[src/rtl/smbmst_pkg.sv]
// Shared types and constants for the SMBus master transfer sequencer.
`timescale 1ns / 1ps
`default_nettype none

package smbmst_pkg;

  localparam int BUFFER_DEPTH_DEF = 16;

  // Top nibble of the bus status register
  localparam logic [3:0] ST_START_SENT = 4'hE;
  localparam logic [3:0] ST_BYTE_SENT  = 4'hC;
  localparam logic [3:0] ST_BYTE_RECV  = 4'h8;

  localparam logic [7:0] ADDR_MASK = 8'hFE;

  typedef enum logic [1:0] {
    ACT_LOAD  = 2'd0,
    ACT_WRITE = 2'd1,
    ACT_READ  = 2'd2,
    ACT_EVENT = 2'd3
  } action_t;

  typedef enum logic [1:0] {
    PH_IDLE = 2'd0,
    PH_DATA = 2'd1,
    PH_DONE = 2'd2
  } phase_t;

  typedef struct packed {
    action_t    action;
    logic [3:0] byte_index;
    logic [7:0] data_byte;
    logic [7:0] dev_address;
    logic [4:0] length;
    logic [3:0] status_code;
    logic       ack_in;
    logic       arb_lost;
    logic [7:0] rx_byte;
  } item_t;

  typedef struct packed {
    logic       tx_valid;
    logic [7:0] tx_byte;
    logic       start_req;
    logic       stop_req;
    logic       ack_out;
    logic       bus_reset;
    logic       busy_res;
    logic       outcome;
    logic [7:0] rx_data;
    logic       rejected;
  } res_t;

  // Write buffer command from the sequencer
  typedef struct packed {
    logic       we;
    logic       clr;
    logic [7:0] wdata;
  } buf_cmd_t;

endpackage

`default_nettype wire

[src/rtl/smbmst_buf.sv]
// Write buffer: byte memory with per-entry valid bits and a registered read port.
`timescale 1ns / 1ps
`default_nettype none

module smbmst_buf import smbmst_pkg::*; #(
  parameter int BUFFER_DEPTH = BUFFER_DEPTH_DEF
) (
  input  wire logic                                   clk,
  input  wire logic                                   rst,
  input  wire buf_cmd_t                               cmd,
  input  wire logic [((BUFFER_DEPTH > 1) ? $clog2(BUFFER_DEPTH) : 1)-1:0] waddr,
  input  wire logic [$clog2(BUFFER_DEPTH + 1)-1:0]    clr_end,
  input  wire logic                                   rd_en,
  input  wire logic [$clog2(BUFFER_DEPTH + 1)-1:0]    raddr,
  input  wire logic [$clog2(BUFFER_DEPTH + 1)-1:0]    cur_pos,
  output logic [7:0]                                  rd_byte
);

  localparam int IDX_W = (BUFFER_DEPTH > 1) ? $clog2(BUFFER_DEPTH) : 1;
  localparam int POS_W = $clog2(BUFFER_DEPTH + 1);

  logic [7:0]              mem [BUFFER_DEPTH];
  logic [BUFFER_DEPTH-1:0] valid;
  logic [7:0]              rdata;
  logic [IDX_W-1:0]        ridx;
  logic [IDX_W-1:0]        cidx;
  logic                    cur_ok;

  assign ridx   = IDX_W'(raddr);
  assign cidx   = IDX_W'(cur_pos);
  assign cur_ok = cur_pos < POS_W'(BUFFER_DEPTH);

  always_ff @(posedge clk) begin
    if (cmd.we) begin
      mem[waddr] <= cmd.wdata;
    end
    // read-during-write returns the new byte
    if (rd_en) begin
      if (cmd.we && waddr == ridx) begin
        rdata <= cmd.wdata;
      end else begin
        rdata <= mem[ridx];
      end
    end
  end

  // entries never written since reset, or since a clear that covered them (below clr_end), read as zero
  always_ff @(posedge clk) begin
    if (rst) begin
      valid <= '0;
    end else begin
      if (cmd.clr) begin
        for (int k = 0; k < BUFFER_DEPTH; k++) begin
          if (POS_W'(k) < clr_end) begin
            valid[k] <= 1'b0;
          end
        end
      end
      if (cmd.we) begin
        valid[waddr] <= 1'b1;
      end
    end
  end

  assign rd_byte = (cur_ok && valid[cidx]) ? rdata : 8'h00;

endmodule

`default_nettype wire

[src/rtl/smbmst_seq.sv]
// Transfer sequencer: state registers and the per-item decision logic.
`timescale 1ns / 1ps
`default_nettype none

module smbmst_seq import smbmst_pkg::*; #(
  parameter int BUFFER_DEPTH = BUFFER_DEPTH_DEF
) (
  input  wire logic                                   clk,
  input  wire logic                                   rst,
  input  wire logic                                   fire,
  input  wire item_t                                  item,
  input  wire logic [7:0]                             buf_byte,
  output res_t                                        res,
  output buf_cmd_t                                    cmd,
  output logic [((BUFFER_DEPTH > 1) ? $clog2(BUFFER_DEPTH) : 1)-1:0] waddr,
  output logic [$clog2(BUFFER_DEPTH + 1)-1:0]         clr_end,
  output logic [$clog2(BUFFER_DEPTH + 1)-1:0]         raddr,
  output logic [$clog2(BUFFER_DEPTH + 1)-1:0]         cur_pos
);

  localparam int IDX_W = (BUFFER_DEPTH > 1) ? $clog2(BUFFER_DEPTH) : 1;
  localparam int POS_W = $clog2(BUFFER_DEPTH + 1);
  localparam int LW    = (POS_W > 5) ? POS_W : 5;
  localparam int LI    = (POS_W > 4) ? POS_W : 4;

  phase_t           phase, phase_next;
  logic             is_read, is_read_next;
  logic             busy, busy_next;
  logic             success, success_next;
  logic [7:0]       target_address, target_address_next;
  logic [POS_W-1:0] send_position, send_position_next;
  logic [POS_W-1:0] send_end, send_end_next;
  logic [7:0]       read_byte, read_byte_next;

  logic [LW-1:0]    len_w;
  logic [POS_W-1:0] len_sat;
  logic             idx_ok;
  logic             fail;

  assign len_w   = LW'(item.length);
  assign len_sat = (len_w > LW'(BUFFER_DEPTH)) ? POS_W'(BUFFER_DEPTH) : POS_W'(len_w);
  assign idx_ok  = LI'(item.byte_index) < LI'(BUFFER_DEPTH);

  always_ff @(posedge clk) begin
    if (rst) begin
      phase          <= PH_IDLE;
      is_read        <= 1'b0;
      busy           <= 1'b0;
      success        <= 1'b0;
      target_address <= '0;
      send_position  <= '0;
      send_end       <= '0;
      read_byte      <= '0;
    end else if (fire) begin
      phase          <= phase_next;
      is_read        <= is_read_next;
      busy           <= busy_next;
      success        <= success_next;
      target_address <= target_address_next;
      send_position  <= send_position_next;
      send_end       <= send_end_next;
      read_byte      <= read_byte_next;
    end
  end

  always_comb begin
    phase_next          = phase;
    is_read_next        = is_read;
    busy_next           = busy;
    success_next        = success;
    target_address_next = target_address;
    send_position_next  = send_position;
    send_end_next       = send_end;
    read_byte_next      = read_byte;
    res                 = '0;
    cmd                 = '0;
    cmd.wdata           = item.data_byte;
    fail                = 1'b0;

    unique case (item.action) inside
      ACT_LOAD: begin
        cmd.we = idx_ok;
      end
      ACT_WRITE, ACT_READ: begin
        if (busy) begin
          res.rejected = 1'b1;
        end else begin
          success_next        = 1'b0;
          target_address_next = item.dev_address;
          is_read_next        = (item.action == ACT_READ);
          if (item.action == ACT_WRITE) begin
            send_end_next      = len_sat;
            send_position_next = '0;
          end
          phase_next    = PH_IDLE;
          busy_next     = 1'b1;
          res.start_req = 1'b1;
        end
      end
      default: begin
        if (busy) begin
          if (item.arb_lost) begin
            fail = 1'b1;
          end else begin
            case (item.status_code)
              ST_START_SENT: begin
                res.tx_valid = 1'b1;
                res.tx_byte  = (target_address & ADDR_MASK) | {7'd0, is_read};
                phase_next   = (!is_read && send_end == '0) ? PH_DONE : PH_DATA;
              end
              ST_BYTE_SENT: begin
                if (item.ack_in && phase == PH_DATA) begin
                  if (!is_read) begin
                    if (send_position < send_end &&
                        send_position < POS_W'(BUFFER_DEPTH)) begin
                      res.tx_valid = 1'b1;
                      res.tx_byte  = buf_byte;
                    end
                    // once past the end the position only has to stay past it
                    if (send_position >= send_end) begin
                      phase_next = PH_DONE;
                    end else begin
                      send_position_next = send_position + 1'b1;
                      if (send_position + 1'b1 >= send_end) begin
                        phase_next = PH_DONE;
                      end
                    end
                  end
                end else if (item.ack_in && phase == PH_DONE) begin
                  res.stop_req       = 1'b1;
                  cmd.clr            = 1'b1;
                  send_end_next      = '0;
                  send_position_next = '0;
                  busy_next          = 1'b0;
                  success_next       = 1'b1;
                  phase_next         = PH_IDLE;
                end else begin
                  res.stop_req = 1'b1;
                  busy_next    = 1'b0;
                  success_next = 1'b0;
                  phase_next   = PH_IDLE;
                end
              end
              ST_BYTE_RECV: begin
                read_byte_next = item.rx_byte;
                res.stop_req   = 1'b1;
                busy_next      = 1'b0;
                success_next   = 1'b1;
                phase_next     = PH_IDLE;
              end
              default: begin
                fail = 1'b1;
              end
            endcase
          end
          if (fail) begin
            res.bus_reset = 1'b1;
            res.tx_valid  = 1'b0;
            res.tx_byte   = 8'h00;
            res.stop_req  = 1'b0;
            busy_next     = 1'b0;
            success_next  = 1'b0;
            phase_next    = PH_IDLE;
          end
        end
      end
    endcase

    res.ack_out  = 1'b0;
    res.busy_res = busy_next;
    res.outcome  = success_next;
    res.rx_data  = read_byte_next;
  end

  assign waddr   = IDX_W'(item.byte_index);
  assign clr_end = send_end;
  assign cur_pos = send_position;
  // position the next item will see
  assign raddr   = fire ? send_position_next : send_position;

endmodule

`default_nettype wire

[src/rtl/smbus_master_transfer_sequencer.sv]
// Top level of the SMBus master transfer sequencer: item and result registers.
//
// Usage:
//   Command channel (cmd_valid / cmd_stall): one item per handshake carrying
//   an action (load buffer byte, start write, start read, bus event) and the
//   fields that action needs. Result channel (res_valid / res_stall): exactly
//   one result item per command item, in order.
//   Each command item is first captured in an input register; the sequencer
//   logic then decides on it and the result lands in an output register.
//   Throughput is one item per cycle while the result side does not stall,
//   set by the single decision stage between the two registers. The write
//   buffer read is issued while an item is captured so its byte is ready
//   when that item is decided.
//   When the result side stalls, the held result stays put and the input
//   register still takes one more item; cmd_stall rises only when both are
//   full and the result is not taken.
//   Reset (rst, synchronous) empties both registers, returns the sequencer
//   to idle with outcome 0, and marks every buffer byte as zero. No clearing
//   pass is needed; the block takes items right after reset.
`timescale 1ns / 1ps
`default_nettype none

module smbus_master_transfer_sequencer import smbmst_pkg::*; #(
  parameter int BUFFER_DEPTH = BUFFER_DEPTH_DEF
) (
  input  wire logic       clk,
  input  wire logic       rst,
  // command channel
  input  wire logic       cmd_valid,
  output logic            cmd_stall,
  input  wire logic [1:0] action,
  input  wire logic [3:0] byte_index,
  input  wire logic [7:0] data_byte,
  input  wire logic [7:0] dev_address,
  input  wire logic [4:0] length,
  input  wire logic [3:0] status_code,
  input  wire logic       ack_in,
  input  wire logic       arb_lost,
  input  wire logic [7:0] rx_byte,
  // result channel
  output logic            res_valid,
  input  wire logic       res_stall,
  output logic            tx_valid,
  output logic [7:0]      tx_byte,
  output logic            start_req,
  output logic            stop_req,
  output logic            ack_out,
  output logic            bus_reset,
  output logic            busy_res,
  output logic            outcome,
  output logic [7:0]      rx_data,
  output logic            rejected
);

  localparam int IDX_W = (BUFFER_DEPTH > 1) ? $clog2(BUFFER_DEPTH) : 1;
  localparam int POS_W = $clog2(BUFFER_DEPTH + 1);

  item_t            item_q;
  logic             item_vld;
  res_t             res_q;
  res_t             res_d;
  logic             fire;
  logic             load;

  buf_cmd_t         cmd;
  buf_cmd_t         buf_cmd;
  logic [IDX_W-1:0] waddr;
  logic [POS_W-1:0] clr_end;
  logic [POS_W-1:0] raddr;
  logic [POS_W-1:0] cur_pos;
  logic [7:0]       buf_byte;

  // decide the held item when the result register is free or being drained
  assign fire      = item_vld && (!res_valid || !res_stall);
  assign cmd_stall = item_vld && !fire;
  assign load      = cmd_valid && !cmd_stall;

  always_ff @(posedge clk) begin
    if (rst) begin
      item_vld <= 1'b0;
    end else if (load) begin
      item_vld <= 1'b1;
    end else if (fire) begin
      item_vld <= 1'b0;
    end
  end

  always_ff @(posedge clk) begin
    if (load) begin
      item_q.action        <= action_t'(action);
      item_q.byte_index    <= byte_index;
      item_q.data_byte     <= data_byte;
      item_q.dev_address   <= dev_address;
      item_q.length        <= length;
      item_q.status_code   <= status_code;
      item_q.ack_in        <= ack_in;
      item_q.arb_lost      <= arb_lost;
      item_q.rx_byte       <= rx_byte;
    end
  end

  smbmst_seq #(
    .BUFFER_DEPTH(BUFFER_DEPTH)
  ) u_seq (
    .clk      (clk),
    .rst      (rst),
    .fire     (fire),
    .item     (item_q),
    .buf_byte (buf_byte),
    .res      (res_d),
    .cmd      (cmd),
    .waddr    (waddr),
    .clr_end  (clr_end),
    .raddr    (raddr),
    .cur_pos  (cur_pos)
  );

  // buffer only changes when the item is actually decided
  assign buf_cmd.we    = cmd.we && fire;
  assign buf_cmd.clr   = cmd.clr && fire;
  assign buf_cmd.wdata = cmd.wdata;

  smbmst_buf #(
    .BUFFER_DEPTH(BUFFER_DEPTH)
  ) u_buf (
    .clk     (clk),
    .rst     (rst),
    .cmd     (buf_cmd),
    .waddr   (waddr),
    .clr_end (clr_end),
    .rd_en   (load),
    .raddr   (raddr),
    .cur_pos (cur_pos),
    .rd_byte (buf_byte)
  );

  // result register
  always_ff @(posedge clk) begin
    if (rst) begin
      res_valid <= 1'b0;
    end else if (fire) begin
      res_valid <= 1'b1;
    end else if (!res_stall) begin
      res_valid <= 1'b0;
    end
  end

  always_ff @(posedge clk) begin
    if (fire) begin
      res_q <= res_d;
    end
  end

  assign tx_valid  = res_q.tx_valid;
  assign tx_byte   = res_q.tx_byte;
  assign start_req = res_q.start_req;
  assign stop_req  = res_q.stop_req;
  assign ack_out   = res_q.ack_out;
  assign bus_reset = res_q.bus_reset;
  assign busy_res  = res_q.busy_res;
  assign outcome   = res_q.outcome;
  assign rx_data   = res_q.rx_data;
  assign rejected  = res_q.rejected;

`ifndef SYNTHESIS
  // a rejected start leaves the running transfer in place
  a_reject_busy: assert property (@(posedge clk) disable iff (rst)
    res_valid && rejected |-> busy_res)
    else $error("rejected start without busy transfer");

  // a stop or a bus reset always ends the transfer
  a_stop_idle: assert property (@(posedge clk) disable iff (rst)
    res_valid && (stop_req || bus_reset) |-> !busy_res)
    else $error("transfer still busy after stop or bus reset");

  a_reset_fail: assert property (@(posedge clk) disable iff (rst)
    res_valid && bus_reset |-> !outcome && !tx_valid && !stop_req)
    else $error("bus reset with success or bus activity");

  a_start_busy: assert property (@(posedge clk) disable iff (rst)
    res_valid && start_req |-> busy_res && !outcome && !rejected)
    else $error("start request without fresh busy state");

  // an item that is not decided stays in the input register
  a_item_held: assert property (@(posedge clk) disable iff (rst)
    item_vld && !fire |=> item_vld && $stable(item_q))
    else $error("held item lost or changed");
`endif

endmodule

`default_nettype wire
[config.mk]
export PLATFORM = sky130hd
export DESIGN_NAME = smbus_master_transfer_sequencer
export DESIGN_NICKNAME = d
export VERILOG_FILES = /design/src/rtl/smbmst_pkg.sv /design/src/rtl/smbmst_buf.sv /design/src/rtl/smbmst_seq.sv /design/src/rtl/smbus_master_transfer_sequencer.sv
export SDC_FILE = /design/constraint.sdc
export NUM_CORES = 1
export LEC_CHECK = 0
export BUFFER_PORTS_ARGS = -buffer_cell sky130_fd_sc_hd__buf_4
export CORE_MARGIN = 10
export CORE_UTILIZATION = 43
export CTS_BUF_LIST = sky130_fd_sc_hd__clkbuf_16
export DETAILED_ROUTE_END_ITERATION = 12
export GPL_ROUTABILITY_DRIVEN = 0
export SYNTH_ARGS = -nofsm -noshare
export SYNTH_HDL_FRONTEND = slang
export SYNTH_SLANG_ARGS = --single-unit
[constraint.sdc]
create_clock -name clk -period 4.45 [get_ports clk]
set_input_delay 0 -clock clk [delete_from_list [all_inputs] [get_ports clk]]
set_output_delay 0 -clock clk [all_outputs]
set_load 0.05 [all_outputs]
* Word level (Yosys, flattened, before mapping) *
Memories as Yosys holds them, arrays and structs flattened. A register that Yosys moved wholly into a read port is not among the register bits.
Index checks and enable logic that the tools add are counted.

word-level totals
  flip-flop bits (word level) = 113
  bits in writable memories = 128
  output and inout port bits = 26
  memories kept = 1

memory list
  memory     depth  bits a word  read ports  clocked after memory_dff  write ports  RTL line          RTL
  u_buf.mem  16     8            1           1                         1            smbmst_buf.sv:22  logic [7:0] mem [BUFFER_DEPTH];

cells by class
  add/sub/neg operators = 1
  order comparisons = 24
  equal/unequal tests = 17
  mux-type cells = 98
  bitwise operators = 4
  reductions and logical operators = 34

operators by type and width
  kind                                                        count
  2-to-1 mux 5 bit                                            17
  2-to-1 mux 1 bit                                            48
  2-to-1 mux 16 bit                                           3
  less-than comparator 4 x 5 -> 1 bit, first input constant   8
  2-to-1 mux 8 bit                                            5
  2-to-1 mux 9 bit                                            3
  less-than comparator 3 x 5 -> 1 bit, first input constant   4
  one-hot mux 5 bit (2 select lines)                          2
  2-to-1 mux 2 bit                                            9
  one-hot mux 9 bit (2 select lines)                          1
  OR 16 bit                                                   1
  equality test 4 bit, second input constant                  3
  logical AND 1 bit                                           11
  >= comparator 5 bit                                         2
  less-than comparator 1 x 5 -> 1 bit, first input constant   2
  less-than comparator 2 x 5 -> 1 bit, first input constant   2
  less-than comparator 4 x 5 -> 1 bit, second input constant  2
  one-hot mux 1 bit (2 select lines)                          5
  AND reduction 10 bit                                        1
  AND reduction 9 bit                                         1
  OR 8 x 1 -> 8 bit                                           1
  AND reduction 8 bit                                         1
  nonzero test 2 bit                                          4
  inequality test 2 x 1 -> 1 bit, second input constant       3
  29 further kinds                                            39

* Longest topological paths before layout *
  depth after elaboration = 13
  depth in mapped cells = 14

* By module *
From an unflattened synthesis, not the netlist that was laid out.

second synthesis, totals
  cells, all modules = 748
  area, all modules = 10,899.2 µm²

modules (own cells, without submodules)
  module                           instances  cells each  area each (µm²)
  smbmst_buf                       1          340         6,318.6
  smbmst_seq                       1          330         2,527.4
  smbus_master_transfer_sequencer  1          78          2,053.2

* Worst setup path before layout *
Ideal clock, no wire load.

  path type = reg2reg
  start point = register res_valid
  end point = register item_q[0] (netlist name), enable pin
  arrival = 3.112 ns
  required time = 3.992 ns
  setup slack = 0.880 ns
  stages on the path, launching flop included = 3
  buffers on the path = 0
  period minus slack after synthesis = 3.570 ns
  cell sequence = dfxtp_1 -> and3_1 -> nor2b_1

on the way
  longest elaborated chain between the ends = 7

RTL lines
  item                    RTL line                                RTL
  from (decl)             smbus_master_transfer_sequencer.sv:41   output logic res_valid,
  from (signal assigned)  smbus_master_transfer_sequencer.sv:140  res_valid <= 1'b0;
  from (signal assigned)  smbus_master_transfer_sequencer.sv:142  res_valid <= 1'b1;
  from (signal assigned)  smbus_master_transfer_sequencer.sv:144  res_valid <= 1'b0;
  zero test 1 bit         smbus_master_transfer_sequencer.sv:74   assign fire = item_vld && (!res_valid || !res_stall);
  logical OR 1 bit        smbus_master_transfer_sequencer.sv:74
  logical AND 1 bit       smbus_master_transfer_sequencer.sv:74
  zero test 1 bit         smbus_master_transfer_sequencer.sv:75   assign cmd_stall = item_vld && !fire;
  logical AND 1 bit       smbus_master_transfer_sequencer.sv:75
  net cmd_stall           smbus_master_transfer_sequencer.sv:30   output logic cmd_stall,
  zero test 1 bit         smbus_master_transfer_sequencer.sv:76   assign load = cmd_valid && !cmd_stall;
  logical AND 1 bit       smbus_master_transfer_sequencer.sv:76
  net load                smbus_master_transfer_sequencer.sv:63   logic load;
  to (decl)               smbus_master_transfer_sequencer.sv:58   item_t item_q;

The timed path passes the listed nets, and every way through them passes these cells.
A chain may end at the register's enable or synchronous reset.

* Worst setup path after layout *
  start point = register u_seq.send_end[4] (netlist: u_seq.clr_end[4])
  end point = register u_buf.rdata[7], read port of u_buf.mem, data pin

on the way
  longest elaborated chain between the ends = 9

RTL lines
  item                                RTL line           RTL
  from (decl)                         smbmst_seq.sv:32   logic [POS_W-1:0] send_end, send_end_next;
  from (signal assigned)              smbmst_seq.sv:61   send_end <= send_end_next;
  >= comparator 5 bit                 smbmst_seq.sv:120  if (send_position >= send_end) begin
  2-to-1 mux 5 bit                    smbmst_seq.sv:120
  2-to-1 mux 5 bit                    smbmst_seq.sv:113  if (!is_read) begin
  2-to-1 mux 5 bit                    smbmst_seq.sv:112  if (item.ack_in && phase == PH_DATA) begin
  2-to-1 mux 5 bit                    smbmst_seq.sv:105  case (item.status_code)
  2-to-1 mux 5 bit                    smbmst_seq.sv:102  if (item.arb_lost) begin
  2-to-1 mux 5 bit                    smbmst_seq.sv:101  if (busy) begin
  one-hot mux 5 bit (2 select lines)  smbmst_seq.sv:80   unique case (item.action) inside
  2-to-1 mux 4 bit                    -
  to (decl)                           smbmst_buf.sv:24   logic [7:0] rdata;

Every way passes these cells. The select of a mux whose other input is x is not followed.

==> flow_summary_export.csv <==
group,metric,value,unit
clock_tree,h-tree-depth,1,
timing,fin_tns_setup,0,ns
synthesis,syn-mean-instance-area,13.95,um^2
timing,setup_violations,0,
synthesis,ys_seq_elements,247,
worst_setup_path,arrival,4.18,ns
timing,fmax,0.2558,GHz
pwr,swShare,21.59,%
final_layout,fin_nets,923,
drt,wirelength,23.26,mm
clock_tree,clock_sinks,247,
pwr,power_frac_seq,53.4,%
synthesis,seq_area_frac_synth,67.27,%
clock_tree,numCtsBuffers,27,
pwr,switching_power,1.046,mW
timing,relSlewSlack,29.69,%
run_status,status,"complete, no violations",
drt,vias,6471,
timing,post-route-period-util,87.84,%
final_layout,area_growth,20.93,%
final_layout,diodes,0,
worst_setup_path,worstSetupPathType,"reg2reg",
min_path,whs_path_depth,2,
synthesis,synth_area,10310,um^2
timing,slew_violations,0,
synthesis,syn-instance-count,739,
global_routing,grt_usage,14.91,%
pwr,powerDensity,388.8,nW/um^2
pwr,comb_power_share,4.7,%
timing,finClkSkew,0.007690,ns
pwr,p_leak,4.419,nW
clock_tree,tritoncts,"built",
synthesis,yosysMostFrequentCell,"edfxtp_1",
die,die_area,30580,um^2
worst_setup_path,reg2reg_depth,11,
worst_setup_path,crit_path_top_delay_cell,"mux4_2",
die,io_pins,71,
clock_tree,post-cts-setup-buffers,0,
placement,place_inst,1106,
worst_setup_path,timing.rr.end,"u_buf.rdata[7]$_DFFE_PP_",
final_layout,layoutNonFillerInstCount,1201,
pwr,cell_internal_pwr,3.802,mW
min_path,min_from,"byte_index[1]",
die,die_w,174.9,um
synthesis,synth_top_area_cell,"edfxtp_1",
die,die_h,174.9,um
synthesis,synth_nets,800,
worst_setup_path,r2r_start,"u_seq.clr_end[4]$_SDFFE_PP0P_",
synthesis,yosys.cell_types.count,67,
die,coreArea,23540,um^2
timing,tightest_slew,1.051,ns
drt,dr.pass1.iters,5,
clock_tree,cts-resized-gates,0,
placement,io_buffer_count,68,
synthesis,synth_top_area_share,57.95,%
clock_tree,clk_path_buf_depth,3,
synthesis,synthTopCellsByArea,"edfxtp_1, dfxtp_1, mux4_2",
pwr,p_clk_share,41.9,%
timing,fin_hold_ws,0.1842,ns
drt,viasPerCell,5.388,
global_routing,grt_pass1_vias,6591,
placement,dp_hpwl,15.61,mm
final_layout,drive_gt1_share,19.73,%
clock_tree,ctsRootBufferMaster,"clkbuf_16",
drt,ant_nets,0,
timing,fin_ws,0.5412,ns
job,maxCapViolations,0,
worst_setup_path,critPathLaunchType,"register",
pwr,ir_drop,275.7,uV
timing,rsz0062_at_grt,"no",
global_routing,grt_pass1_wl,36.78,mm
die,rows,56,
timing,period_minus_slack,3.909,ns
drt,first_iter_violations,436,
placement,dpl_worst_slack,0.5760,ns
clock_tree,clk_latency,0.53,ns
drt,drc,0,
global_routing,globalRouteOverflowTotal,0,
worst_setup_path,cp_cell_sequence,"inv_1 -> ha_1 -> a211oi_1 -> o21ai_1 -> nor4_1 -> o32ai_2 -> inv_6 -> mux4_2 -> a22oi_1 -> nand2_1 -> mux2_2",
die,start_util,43.80,%
worst_setup_path,worstPathRequired,4.72,ns
synthesis,ys.flop_type,"edfxtp_1",
global_routing,grt_max_degree,49,
worst_setup_path,cp_max_fo,26,
worst_setup_path,r2r_setup_slack,0.54,ns
clock_tree,cts.reportedPaths.clkPinSlew,0.06,ns
min_path,holdCritPathClass,"in2reg",
synthesis,ys_top_cells_by_count,"edfxtp_1, nor2_1, nand2_1, a21oi_1, dfxtp_1",
drt,wl_per_cell,19.36,um
worst_setup_path,crit_path_end_kind,"register",
synthesis,async_reset_ff_share,0,%
synthesis,synth_enable_flop_cells,199,
worst_setup_path,cpPeakStageDelay,0.55,ns
min_path,whs_endpoint,"item_q[36]$_DFFE_PP_",
global_routing,antenna_found_initial,0,
synthesis,ys_warn_count,0,
timing,finalHoldViolations,0,
[kinds of logic (layout without fill, tap and decap cells)]
family | count (synthesis) | count (layout) | share of synthesized area (%)
DFF | 247 | 247 | 67.27
and+or+nand+nor | 220 | 220 | 9.828
AOI/OAI and AO/OA | 139 | 139 | 8.736
buffers and inverters | 56 | 199 | 2.451
muxes | 55 | 55 | 9.318
adders and majority gates | 16 | 16 | 1.941
xor gates and xnor gates | 5 | 5 | 0.4247
other | 1 | 1 | 0.03636
[layout make-up]
type / count / area (um^2)
Clock buffer: 27 / 675.6
Timing Repair Buffer: 128 / 1089
Multi-Input combinational cell: 436 / 3148
Inverter: 22 / 87.58
Fill cell: 1998 / 11070
Sequential cell: 247 / 6937
Tap cell: 319 / 399.1
Clock inverter: 22 / 135.1
[stage by stage]
stage | instance area (um^2) | utilization (%) | total power [mW]
finish | 12470 | 52.97 | 4.848
global route | 12470 | 52.97 | 5.017
CTS | 12470 | 52.97 | 4.898
detailed placement | 11200 | 47.57 | 2.833
global placement | 11200 | 47.57 | 2.826
floorplan | 10310 | - | 2.743
[state kept, by name (all words and copies together) (netlist names), 2 cells and up]
signal / cells
u_buf.mem: 128
item_q: 40
u_buf.valid: 16
rx_data: 8
tx_byte: 8
u_buf.rdata: 8
u_seq.read_byte: 8
u_seq.target_address: 7
u_seq.clr_end: 5
u_seq.cur_pos: 5
u_seq.phase: 2
[routing by layer]
layer	GRT usage [%]	part of all wire (%)	routed length, um
met3	2.802	5.8	1353
met5	0	0	0
met1	19.69	44	10310
met2	24.96	48	11270
met4	3.426	1.4	328
[placed cells by master, fill, tap and decap left out, types with 3 or more instances in the layout]
master and instances:
nor4_1 5, nand2b_1 5, o21ai_0 16, clkinvlp_4 3, nor3_1 20, dlygate4sd3_1 46
a211o_1 3, clkbuf_16 27, o221ai_1 4, inv_6 3, clkinv_1 6, and3_1 3
nor2b_1 4, a21oi_1 49, a22oi_1 18, nand2_1 51, nand3_1 24, buf_4 81
inv_1 26, o21a_1 7, mux2_2 10, edfxtp_1 199, mux4_2 31, nand4_1 4
xor2_1 3, nor2_1 84, o21ai_1 5, clkinv_2 4, dfxtp_1 48, ha_1 16
and2_1 4, a211oi_1 6, a31oi_1 8, mux2i_1 12
[critical path, delay by kind of cell (launching register included)]
family,cells,cell delay [ns]
buffers and inverters,2,0.42
DFF,1,0.48
and+or+nand+nor,2,0.46
muxes,2,0.83
AOI/OAI and AO/OA,4,1.08
adders and majority gates,1,0.36
[power groups by stage]
| stage | registers [mW] | logic, mW | clock network [mW] |
|---|---|---|---|
| finish | 2.59 | 0.230 | 2.03 |
| global route | 2.59 | 0.249 | 2.17 |
| CTS | 2.59 | 0.231 | 2.08 |
| detailed placement | 2.64 | 0.197 | 0 |
| global placement | 2.63 | 0.193 | 0 |
| floorplan | 2.66 | 0.0874 | 0 |
[what timing repair did]
action                                  CTS  global route
hold endpoints to repair                 89             0
endpoints found under the setup margin    0             0
hold buffers                             46             0
[how the worst max path moves through the flow]
stage	from	to	slack, ns	cells after the start
floorplan	res_valid$_SDFFE_PP0P_	item_q[0]$_DFFE_PP_	0.88	2
detailed placement	u_seq.clr_end[4]$_SDFFE_PP0P_	u_buf.rdata[3]$_DFFE_PP_	0.58	11
CTS	u_seq.clr_end[4]$_SDFFE_PP0P_	u_buf.rdata[7]$_DFFE_PP_	0.58	11
finish	u_seq.clr_end[4]$_SDFFE_PP0P_	u_buf.rdata[7]$_DFFE_PP_	0.54	11
global route	u_seq.clr_end[4]$_SDFFE_PP0P_	u_buf.rdata[7]$_DFFE_PP_	0.38	11
global placement	u_seq.clr_end[4]$_SDFFE_PP0P_	u_buf.rdata[7]$_DFFE_PP_	0.67	11
Note: power is estimated with default switching activity, not from simulation.
